### src/sv/pfl_pkg.sv
package pfl_pkg;

  // field widths of the message stream
  localparam int unsigned DATA_W      = 8;
  localparam int unsigned FIELD_W     = 29;
  localparam int unsigned WTYPE_W     = 3;
  localparam int unsigned STATUS_W    = 2;
  localparam int unsigned OFS_W       = 32;
  localparam int unsigned VARINT_W    = 64;
  localparam int unsigned VCOUNT_W    = 4;
  localparam int unsigned SKIP_W      = 32;

  // varint and skip sizes
  localparam logic [VCOUNT_W-1:0] VARINT_MAX_BYTES = 4'd9;
  localparam logic [SKIP_W-1:0]   FIXED64_BYTES    = 32'd8;
  localparam logic [SKIP_W-1:0]   FIXED32_BYTES    = 32'd4;

  // reset value of the target field number
  localparam logic [FIELD_W-1:0]  TARGET_RESET     = 29'd1;

  // wire types that carry a skip
  localparam logic [WTYPE_W-1:0]  WT_VARINT  = 3'd0;
  localparam logic [WTYPE_W-1:0]  WT_FIXED64 = 3'd1;
  localparam logic [WTYPE_W-1:0]  WT_LEN     = 3'd2;
  localparam logic [WTYPE_W-1:0]  WT_FIXED32 = 3'd5;

  // result codes
  typedef enum logic [STATUS_W-1:0] {
    STATUS_FOUND    = 2'd0,
    STATUS_PASSED   = 2'd1,
    STATUS_TOO_LONG = 2'd2,
    STATUS_ENDED    = 2'd3
  } status_e;

endpackage

### src/sv/pfl_byte_if.sv
interface pfl_byte_if;
  logic                           valid;
  logic                           ready;
  logic [pfl_pkg::DATA_W-1:0]     data_byte;
  logic                           last_byte;

  modport source (output valid, output data_byte, output last_byte, input ready);
  modport sink   (input valid, input data_byte, input last_byte, output ready);
endinterface

### src/sv/pfl_result_if.sv
interface pfl_result_if;
  logic                           valid;
  logic                           ready;
  logic [pfl_pkg::STATUS_W-1:0]   status;
  logic [pfl_pkg::WTYPE_W-1:0]    wire_type;
  logic [pfl_pkg::OFS_W-1:0]      value_offset;

  modport source (output valid, output status, output wire_type, output value_offset,
                  input ready);
  modport sink   (input valid, input status, input wire_type, input value_offset,
                  output ready);
endinterface

### src/sv/pfl_cfg_if.sv
interface pfl_cfg_if;
  logic                           valid;
  logic                           ready;
  logic [pfl_pkg::FIELD_W-1:0]    target_field;

  modport source (output valid, output target_field, input ready);
  modport sink   (input valid, input target_field, output ready);
endinterface

### src/sv/protobuf_field_locator.sv
// Scans a protobuf wire-format message one byte per cycle and reports one result item per
// message: found (with wire type and the offset of the first value byte), passed over, varint
// too long, or message ended. A byte is taken every cycle while the result register is empty
// or being drained; each byte updates the scan state in a single pass and a result is registered
// in the output register when its byte is taken. A result that is not taken stalls input until it
// is. Bytes after a result are counted but ignored; the byte marked last rearms the scanner.
// Write the target field number on the cfg channel only while idle; this is not enforced.
module protobuf_field_locator #(
  parameter int unsigned OFFSET_BITS = 32
) (
  input  logic clk_i,
  input  logic rst_ni,
  pfl_byte_if.sink     byte_i,
  pfl_cfg_if.sink      cfg_i,
  pfl_result_if.source result_o
);

  localparam logic [1:0] MODE_KEY         = 2'd0;
  localparam logic [1:0] MODE_SKIP_VARINT = 2'd1;
  localparam logic [1:0] MODE_SKIP_LEN    = 2'd2;
  localparam logic [1:0] MODE_SKIP_BYTES  = 2'd3;

  logic [1:0]                         mode_q, mode_d;
  logic [pfl_pkg::VARINT_W-1:0]       acc_q, acc_d;
  logic [pfl_pkg::VCOUNT_W-1:0]       cnt_q, cnt_d;
  logic [pfl_pkg::SKIP_W-1:0]         skip_q, skip_d;
  logic [OFFSET_BITS-1:0]             pos_q, pos_d;
  logic                               answered_q, answered_d;
  logic [pfl_pkg::FIELD_W-1:0]        target_q;

  logic                               out_valid_q;
  logic [pfl_pkg::STATUS_W-1:0]       status_q, status_d;
  logic [pfl_pkg::WTYPE_W-1:0]        wtype_q, wtype_d;
  logic [pfl_pkg::OFS_W-1:0]          offset_q, offset_d;
  logic                               have;

  logic                               in_acc;
  logic [6:0]                         shamt;
  logic [pfl_pkg::VARINT_W-1:0]       acc_or;
  logic [pfl_pkg::VCOUNT_W-1:0]       cnt_inc;
  logic [pfl_pkg::VARINT_W-1:0]       pos_ext;
  logic [pfl_pkg::SKIP_W-1:0]         skip_dec;
  logic [31:0]                        key;
  logic [pfl_pkg::FIELD_W-1:0]        fnum;
  logic [pfl_pkg::WTYPE_W-1:0]        wt;

  // handshakes
  assign byte_i.ready = !out_valid_q || result_o.ready;
  assign cfg_i.ready  = 1'b1;
  assign in_acc       = byte_i.valid && byte_i.ready;

  // varint datapath
  assign shamt    = 7'(cnt_q) * 7'd7;
  assign acc_or   = acc_q | ({57'd0, byte_i.data_byte[6:0]} << shamt[5:0]);
  assign cnt_inc  = cnt_q + 4'd1;
  assign key      = acc_or[31:0];
  assign fnum     = key[31:3];
  assign wt       = key[2:0];
  assign skip_dec = (skip_q != '0) ? skip_q - 32'd1 : skip_q;
  assign pos_d    = pos_q + 1'b1;
  assign pos_ext  = 64'(pos_d);

  // scan state update for one byte
  always_comb begin
    mode_d     = mode_q;
    acc_d      = acc_q;
    cnt_d      = cnt_q;
    skip_d     = skip_q;
    answered_d = answered_q;
    have       = 1'b0;
    status_d   = pfl_pkg::STATUS_FOUND;
    wtype_d    = '0;
    offset_d   = '0;
    if (!answered_q) begin
      if (mode_q == MODE_SKIP_BYTES) begin
        skip_d = skip_dec;
        if (skip_dec == '0) begin
          mode_d = MODE_KEY;
        end
      end else if (byte_i.data_byte[7]) begin
        acc_d = acc_or;
        cnt_d = cnt_inc;
        if (cnt_inc >= pfl_pkg::VARINT_MAX_BYTES) begin
          have     = 1'b1;
          status_d = pfl_pkg::STATUS_TOO_LONG;
        end
      end else begin
        acc_d = '0;
        cnt_d = '0;
        case (mode_q)
          MODE_KEY: begin
            if (fnum < target_q) begin
              case (wt)
                pfl_pkg::WT_VARINT: mode_d = MODE_SKIP_VARINT;
                pfl_pkg::WT_FIXED64: begin
                  skip_d = pfl_pkg::FIXED64_BYTES;
                  mode_d = MODE_SKIP_BYTES;
                end
                pfl_pkg::WT_LEN: mode_d = MODE_SKIP_LEN;
                pfl_pkg::WT_FIXED32: begin
                  skip_d = pfl_pkg::FIXED32_BYTES;
                  mode_d = MODE_SKIP_BYTES;
                end
                default: mode_d = MODE_KEY;
              endcase
            end else if (fnum == target_q) begin
              have     = 1'b1;
              status_d = pfl_pkg::STATUS_FOUND;
              wtype_d  = wt;
              offset_d = pos_ext[31:0];
            end else begin
              have     = 1'b1;
              status_d = pfl_pkg::STATUS_PASSED;
            end
          end
          MODE_SKIP_LEN: begin
            // saturate lengths above 32 bits
            if (acc_or[63:32] != '0) begin
              skip_d = '1;
              mode_d = MODE_SKIP_BYTES;
            end else if (acc_or[31:0] == '0) begin
              mode_d = MODE_KEY;
            end else begin
              skip_d = acc_or[31:0];
              mode_d = MODE_SKIP_BYTES;
            end
          end
          default: mode_d = MODE_KEY;
        endcase
      end
    end
    // end of message rearms the scanner
    if (byte_i.last_byte) begin
      if (!have && !answered_q) begin
        have     = 1'b1;
        status_d = pfl_pkg::STATUS_ENDED;
      end
      mode_d     = MODE_KEY;
      acc_d      = '0;
      cnt_d      = '0;
      skip_d     = '0;
      answered_d = 1'b0;
    end else if (have) begin
      answered_d = 1'b1;
    end
  end

  // scan state registers
  always_ff @(posedge clk_i or negedge rst_ni) begin
    if (!rst_ni) begin
      mode_q     <= MODE_KEY;
      acc_q      <= '0;
      cnt_q      <= '0;
      skip_q     <= '0;
      pos_q      <= '0;
      answered_q <= 1'b0;
    end else if (in_acc) begin
      mode_q     <= mode_d;
      acc_q      <= acc_d;
      cnt_q      <= cnt_d;
      skip_q     <= skip_d;
      pos_q      <= byte_i.last_byte ? '0 : pos_d;
      answered_q <= answered_d;
    end
  end

  // target register
  always_ff @(posedge clk_i or negedge rst_ni) begin
    if (!rst_ni) begin
      target_q <= pfl_pkg::TARGET_RESET;
    end else if (cfg_i.valid) begin
      target_q <= cfg_i.target_field;
    end
  end

  // result register
  always_ff @(posedge clk_i or negedge rst_ni) begin
    if (!rst_ni) begin
      out_valid_q <= 1'b0;
    end else if (in_acc && have) begin
      out_valid_q <= 1'b1;
    end else if (result_o.ready) begin
      out_valid_q <= 1'b0;
    end
  end

  always_ff @(posedge clk_i) begin
    if (in_acc && have) begin
      status_q <= status_d;
      wtype_q  <= wtype_d;
      offset_q <= offset_d;
    end
  end

  assign result_o.valid        = out_valid_q;
  assign result_o.status       = status_q;
  assign result_o.wire_type    = wtype_q;
  assign result_o.value_offset = offset_q;

  // a waiting result blocks new bytes
  a_no_overwrite: assert property (@(posedge clk_i) disable iff (!rst_ni)
    out_valid_q && !result_o.ready |-> !byte_i.ready)
    else $error("byte accepted while result is stalled");

  // the last byte rearms the scanner
  a_rearm: assert property (@(posedge clk_i) disable iff (!rst_ni)
    in_acc && byte_i.last_byte |=> !answered_q && pos_q == '0 && cnt_q == '0)
    else $error("scanner not rearmed after last byte");

  // varint byte count never passes the limit
  a_cnt_bound: assert property (@(posedge clk_i) disable iff (!rst_ni)
    cnt_q <= pfl_pkg::VARINT_MAX_BYTES)
    else $error("varint byte count out of range");

  // only a found result carries wire type and offset
  a_found_only: assert property (@(posedge clk_i) disable iff (!rst_ni)
    out_valid_q && status_q != pfl_pkg::STATUS_FOUND |-> wtype_q == '0 && offset_q == '0)
    else $error("payload on a non-found result");

endmodule

### src/flat_wrapper.sv
// flat-port wrapper written by rule: the top's interface ports become plain ports
module protobuf_field_locator_flat 
#(
  parameter int unsigned OFFSET_BITS = 32
)
  (clk_i, rst_ni, byte_i_valid, byte_i_data_byte, byte_i_last_byte, byte_i_ready, cfg_i_valid, cfg_i_target_field, cfg_i_ready, result_o_valid, result_o_status, result_o_wire_type, result_o_value_offset, result_o_ready);
  pfl_byte_if byte_i_i ();
  pfl_cfg_if cfg_i_i ();
  pfl_result_if result_o_i ();
  input  logic clk_i;
  input  logic rst_ni;
  input wire logic [$bits(byte_i_i.valid)-1:0] byte_i_valid;
  input wire logic [$bits(byte_i_i.data_byte)-1:0] byte_i_data_byte;
  input wire logic [$bits(byte_i_i.last_byte)-1:0] byte_i_last_byte;
  output wire logic [$bits(byte_i_i.ready)-1:0] byte_i_ready;
  input wire logic [$bits(cfg_i_i.valid)-1:0] cfg_i_valid;
  input wire logic [$bits(cfg_i_i.target_field)-1:0] cfg_i_target_field;
  output wire logic [$bits(cfg_i_i.ready)-1:0] cfg_i_ready;
  output wire logic [$bits(result_o_i.valid)-1:0] result_o_valid;
  output wire logic [$bits(result_o_i.status)-1:0] result_o_status;
  output wire logic [$bits(result_o_i.wire_type)-1:0] result_o_wire_type;
  output wire logic [$bits(result_o_i.value_offset)-1:0] result_o_value_offset;
  input wire logic [$bits(result_o_i.ready)-1:0] result_o_ready;
  assign byte_i_i.valid = byte_i_valid;
  assign byte_i_i.data_byte = byte_i_data_byte;
  assign byte_i_i.last_byte = byte_i_last_byte;
  assign byte_i_ready = byte_i_i.ready;
  assign cfg_i_i.valid = cfg_i_valid;
  assign cfg_i_i.target_field = cfg_i_target_field;
  assign cfg_i_ready = cfg_i_i.ready;
  assign result_o_valid = result_o_i.valid;
  assign result_o_status = result_o_i.status;
  assign result_o_wire_type = result_o_i.wire_type;
  assign result_o_value_offset = result_o_i.value_offset;
  assign result_o_i.ready = result_o_ready;
  protobuf_field_locator #(.OFFSET_BITS(OFFSET_BITS)) u_core (.clk_i(clk_i), .rst_ni(rst_ni), .byte_i(byte_i_i), .cfg_i(cfg_i_i), .result_o(result_o_i));
endmodule
### config.mk
export PLATFORM = sky130hd
export DESIGN_NAME = protobuf_field_locator_flat
export DESIGN_NICKNAME = d
export VERILOG_FILES = /design/src/sv/pfl_pkg.sv /design/src/sv/pfl_byte_if.sv /design/src/sv/pfl_result_if.sv /design/src/sv/pfl_cfg_if.sv /design/src/sv/protobuf_field_locator.sv /design/src/flat_wrapper.sv
export SDC_FILE = /design/constraint.sdc
export NUM_CORES = 1
export LEC_CHECK = 0
export BUFFER_PORTS_ARGS = -buffer_cell sky130_fd_sc_hd__buf_4
export CAP_MARGIN = 5
export CORE_ASPECT_RATIO = 0.8
export CORE_MARGIN = 10
export CORE_UTILIZATION = 55
export DETAILED_ROUTE_END_ITERATION = 16
export PLACE_DENSITY_LB_ADDON = 0.3
export SKIP_LAST_GASP = 1
export SLEW_MARGIN = 20
export SYNTH_ARGS = -nofsm -noshare
export SYNTH_HDL_FRONTEND = slang
export SYNTH_SLANG_ARGS = --single-unit
### constraint.sdc
create_clock -name clk_i -period 12 [get_ports clk_i]
set_input_delay 2.4 -clock clk_i [delete_from_list [all_inputs] [get_ports clk_i]]
set_output_delay 2.4 -clock clk_i [all_outputs]
set_load 0.01 [all_outputs]
### Word-level counts from Yosys, hierarchy flattened

Cells that the tools add are included.
Widths: inputs -> output; s select.

* word-level logic and storage cells: 106
* output and inout bits: 40
* register bits after elaboration: 202
* input port bits: 43

* multipliers: 1
* magnitude comparators: 2
* shift-type cells: 1
* bitwise operators: 3
* mux-type cells: 50
* equal/unequal tests: 13
* add/sub/neg operators: 3
* reductions and logical operators: 22

Operators by type and width (number)
* $mux 32: 9
* $mux 64: 4
* $pmux 32 s2: 2
* $logic_not 32->1: 2
* $or 64x64->64: 1
* $reduce_bool 32->1: 2
* $shl 7x6->64: 1
* $add 32x1->32 const B: 1
* $mux 2: 16
* $sub 32x1->32 const B: 1
* $eq 29x29->1: 1
* $lt 29x29->1: 1
* $mux 4: 4
* $mux 1: 13
* $reduce_and 7->1: 1
* $mul 4x3->6 const B: 1
* $pmux 2 s3: 1
* $reduce_or 6->1: 1
* $ne 5x3->1 const B: 1
* $ne 5x4->1 const B: 1
* $reduce_and 5->1: 1
* $add 4x1->4 const B: 1
* $eq 2x2->1 const B: 2
* $ge 4x4->1 const B: 1
* 19 further kinds: 26

### Longest topological paths before layout

* depth after elaboration: 15
* gate-level depth with buffers: 28
* gate-level depth less buffers: 22

### Least setup slack after synthesis

OpenSTA, ideal clock, no wires.

* path kind: input to register
* start: input byte_i_data_byte[0]
* end: register u_core.status_q (netlist bit u_core.result_o.status[0]) (enable)
* arrival time: 7.966 ns
* required time: 11.523 ns
* setup time: 0.477 ns
* setup slack: 3.556 ns
* cell stages on the path: 14
* path buffers: 1
* cells stage by stage: mux2_2 > mux4_2 > nor2b_1 > buf_2 > a21oi_1 > inv_1 > ha_1 > nand4_1 > nor4_1 > o311ai_0 > a211o_1 > a21oi_1 > nor2_1 > nor3_1

* longest elaborated chain between the ends: 13

RTL lines
* start, declared: RTL line flat_wrapper.sv:13 `input wire logic [$bits(byte_i_i.data_byte)-1:0] byte_i_data_byte;`
* $shl 7x6->64 (*): RTL line protobuf_field_locator.sv:54 `assign acc_or = acc_q | ({57'd0, byte_i.data_byte[6:0]} << shamt[5:0]);`
* $or 64x64->64 (*): RTL line protobuf_field_locator.sv:54
* $lt 29x29->1 (*): RTL line protobuf_field_locator.sv:92 `if (fnum < target_q) begin`
* $mux 1 (*): RTL line protobuf_field_locator.sv:92
* $mux 1 (*): RTL line protobuf_field_locator.sv:90 `case (mode_q)`
* $mux 1 (*): RTL line protobuf_field_locator.sv:80 `end else if (byte_i.data_byte[7]) begin`
* $mux 1 (*): RTL line protobuf_field_locator.sv:75 `if (mode_q == MODE_SKIP_BYTES) begin`
* $mux 1 (*): RTL line protobuf_field_locator.sv:74 `if (!answered_q) begin`
* $logic_not 1->1: RTL line protobuf_field_locator.sv:134 `if (!have && !answered_q) begin`
* $logic_and 1x1->1: RTL line protobuf_field_locator.sv:134
* $mux 1: RTL line protobuf_field_locator.sv:134
* $mux 1 (*): RTL line protobuf_field_locator.sv:133 `if (byte_i.last_byte) begin`
* $logic_and 1x1->1 (*): RTL line protobuf_field_locator.sv:188 `if (in_acc && have) begin`
* end signal, assigned: RTL line protobuf_field_locator.sv:189 `status_q <= status_d;`
* end, declared: RTL line protobuf_field_locator.sv:32 `logic [pfl_pkg::STATUS_W-1:0] status_q, status_d;`

Every way passes the cells marked *; elsewhere a longest branch is shown, timed or not.
A chain may end at the register's enable or synchronous reset.

### Worst setup path in the final report

* start: register u_core.cnt_q[0] (netlist name)
* end: register u_core.skip_q[19] (netlist name)

* longest elaborated chain between the ends: 10
* elaborated cells on any way between the ends: 19
* classes of those cells: mul: 1; order compare: 1; eq/ne: 5; shift: 1; mux: 7; bitwise: 1; reduce/logical: 3

RTL lines
* start, declared: RTL line protobuf_field_locator.sv:25 `logic [pfl_pkg::VCOUNT_W-1:0] cnt_q, cnt_d;`
* start signal, assigned: RTL line protobuf_field_locator.sv:160 `cnt_q <= cnt_d;`
* $mul 4x3->6 (*): RTL line protobuf_field_locator.sv:53 `assign shamt = 7'(cnt_q) * 7'd7;`
* $shl 7x6->64 (*): RTL line protobuf_field_locator.sv:54
* $or 64x64->64 (*): RTL line protobuf_field_locator.sv:54
* parallel branches: the longest is 7 deep, another holds $lt 29x29->1
* end signal, assigned: RTL line protobuf_field_locator.sv:161 `skip_q <= skip_d;`
* end, declared: RTL line protobuf_field_locator.sv:26 `logic [pfl_pkg::SKIP_W-1:0] skip_q, skip_d;`

Every way passes the cells marked *. The select of a mux whose other input is x is not followed.

==> results.md <==
- WS Path Type: flip-flop to flip-flop
- Final worst slack: 4.19 ns
- VDD IR max: 0.101 mV
- Initial Util: 0.557
- Net Count, Synth: 1522
- Post-synthesis mux area share: 0.0217
- Unique masters post-synth: 86
- Share of cells above drive strength 1: 0.119
- Fmax: 0.128 GHz
- Synth top area share: 0.329
- Clk root buf: clkbuf_16
- Final layout net count: 1555
- Max-slew violation count: 0
- Die span in y: 155 um
- Async set or reset register ratio after synthesis: 0.817
- Post-route DRC: 0
- Adder-cell area share of the yosys netlist: 0.0466
- # rows: 49
- Int Pwr: 1.35 mW
- Commonest register cell after synthesis: dfrtp_1
- Synth Register Bits: 202
- Post-synth top cells: nand2_1 (176), dfrtp_1 (164), o21ai_0 (115)
- Post-Syn Area per Cell: 8.69 sq um
- Setup bufs post-CTS: 0
- Via-to-Cell Ratio: 6.32
- DR iter-0 viols: 1457
- Post-cts resize count: 0
- # IOs: 83
- Core Box Area: 22400 sq um
- Pre-CTS WS: 4.25 ns
- Leading area contributor after synthesis: dfrtp_1
- Clock skew: 0.0225 ns
- Vias in the first global route: 10600
- Syn-to-layout area delta: 11.9%
- Power density over the cells: 154 nW/um^2
- WL final: 36.0 mm
- Via count: 11300
- Status: finished clean
- Min cycle time layout: 7.81 ns
- Ranking of synthesized cells by area: dfrtp_1 (33%), edfxtp_1 (8.9%), nand2_1 (5.3%)
- Worst Setup End Kind: flip-flop
- # setup viols final: 0
- Post-DRT Antenna Nets: 0
- Setup_tns: 0 ns
- Chip Width: 188 um
- R2r startpoint: u_core.cnt_q[0]
- Reg power frac: 0.367
- Period utilisation layout: 0.651
- Antenna violations before repair: 0
- Top-count cell post-synth: nand2_1
- Synthesized cell area: 12500 sq um
- Syn Inst Count: 1435
- RSZ-0062 raised after global routing: no
- Clock share of power: 0.315
- Sw Pwr: 0.795 mW
- Clk slew on worst S/H paths: 0.06 ns
- Clock Path Buffers: 3
- Startpoint Class: flip-flop
- Clk_lat worst skew: 0.53 ns
- Xor and xnor area share after synthesis: 0.0281
- R2R depth: 22
- First-pass GRT wire length: 58.3 mm
- Die ar.: 29100 sq um
- Pin count of the biggest net entering global routing: 100
- Sequential fraction of the synthesis area: 0.420
- Switch share: 0.370
- Number of synthesized flops with an enable pin: 37
- Synth Area in Compound Gates: 0.226
- Worst slew margin: 0.217
- Fill cell count: 1943
- WL/cell: 20.1 um
- CTS tree: yes
- Min-delay worst type: flip-flop to flip-flop
- Gr ovfl total: 0
- Crit path to: u_core.skip_q[19]
- LEAKAGE: 6.20 nW
- Tot GR Track Use: 0.240
- Worst R2R End: u_core.skip_q[19]
- Slew at the pin closest to its max-slew limit: 1.17 ns
- Main combinational cell family by area after synthesis: compound AO/OA/AOI/OAI gates
- Final Hold Fails: 0
- Post-CTS Hold Buffers: 0
- Maxcap violations: 0
- Synth warn: 0
- CP Data Arrival Time: 8.21 ns
- CTS Buf Count: 22
- Comb pwr share: 0.317
- Initial DRT Pass Iterations: 6
- CP Launch Point: u_core.cnt_q[0]
- Placed wire-length estimate: 25.3 mm
- # clock sinks: 202
- Crit-path max FO: 29
- Port bufs: 81
- Final GP Congestion: 0.975
- H-tree Lvls: 1
- CP required: 12.40 ns
- FF-to-FF setup slack: 4.19 ns
- Simple-gate area share of the yosys netlist: 0.198
[registers in the layout (all words and copies together), names as in the netlist]
name,cells
u_core.acc_q,64
u_core.answered_q,1
u_core.cnt_q,4
u_core.mode_q,2
u_core.pos_q,32
u_core.result_o.status,2
u_core.result_o.valid,1
u_core.result_o.value_offset,32
u_core.result_o.wire_type,3
u_core.skip_q,32
u_core.target_q,29
[area by class of cell]
cell class / count / area (sq um) / area share
inverter: 97 / 364 / 0.0261
sequential: 202 / 5240 / 0.376
tap: 306 / 383 / 0.0274
multi-input combinational: 1049 / 6510 / 0.467
clock inverter: 4 / 38.8 / 0.00278
antenna: 2 / 5.00 / 0.000359
clock buffer: 36 / 683 / 0.0490
timing repair buffer: 96 / 724 / 0.0519
[cell families (layout without fill, tap and decap cells)]
logic type	count (synthesis)	in the layout
AND/OR/NAND/NOR	511	511
AO/OA/AOI/OAI	433	433
flip-flops	202	202
buffers and inverters	184	233
adder cells (fa/ha/maj)	44	44
XOR/XNOR	40	40
multiplexers	20	20
other	1	3
[routing by layer]
metal	wire length, um	track usage	vias to the layer above
li1	-	-	5270
met1	16100	0.354	5375
met2	15500	0.347	615
met3	3500	0.0497	64
met4	897	0.0709	0
met5	0	0	-
[power by group through the flow]
stage	sequential, mW	combinational [mW]	clock (mW)
floorplan	0.772	0.489	0
global placement	0.798	0.656	0
detailed placement	0.800	0.657	0
CTS	0.787	0.662	0.685
global route	0.796	0.744	0.715
finish	0.790	0.682	0.677
[worst max-delay path: stages (launching register included)]
cell      delay, ns
dfrtp_1        0.77
inv_1          0.19
fa_1           0.50
inv_1          0.07
ha_1           0.24
inv_1          0.08
fa_1           0.49
xnor2_1        0.65
a22oi_1        0.20
o211ai_1       0.83
a21oi_2        0.26
inv_1          0.11
ha_1           0.25
a211oi_1       0.21
nor2_1         0.08
o21a_1         0.18
o311ai_0       0.93
o31a_1         0.20
o41ai_1        0.10
nor3_2         0.17
buf_4          0.33
and2_4         0.48
mux2_4         0.33
[worst min path at each step]
| stage | startpoint | end | slack (ns) | cells after the start |
|---|---|---|---|---|
| 5_1_grt | u_core.acc_q[38] | u_core.acc_q[38] | 0.52 | 1 |
| 6_report | u_core.pos_q[31] | u_core.pos_q[31] | 0.50 | 1 |
| 4_1_cts | u_core.acc_q[35] | u_core.acc_q[35] | 0.49 | 2 |
| 3_3_place_gp | u_core.acc_q[35] | u_core.acc_q[35] | 0.47 | 2 |
| 3_5_place_dp | u_core.acc_q[35] | u_core.acc_q[35] | 0.47 | 2 |
| 2_1_floorplan | u_core.acc_q[35] | u_core.acc_q[35] | 0.45 | 2 |
[cells in the final DEF, fill, tap and decap left out, types with 24 or more instances in the layout]
master and n:
a21oi_1 102, nand2_1 176, ha_1 40, nand4_1 31
nand3_1 37, dfrtp_1 164, buf_4 95, xnor2_1 28
edfxtp_1 37, inv_1 96, nor2_1 110, nor4_1 24
a31oi_1 41, o21ai_0 114, nor3_1 36
[through the flow]
stage / hold WS, ns / area (sq um) / power (mW) / util / instances
after floorplan: 0.452 / 12500 / 1.26 / - / 1435
after global routing: 0.517 / 13900 / 2.25 / 0.623 / 1790
after detailed placement: 0.475 / 13200 / 1.46 / 0.591 / 1750
after global placement: 0.470 / 13200 / 1.45 / 0.591 / 1750
final: 0.498 / 14000 / 2.15 / 0.623 / 1792
after CTS: 0.488 / 13900 / 2.13 / 0.623 / 1790
Note: power is estimated with default switching activity, not from simulation.
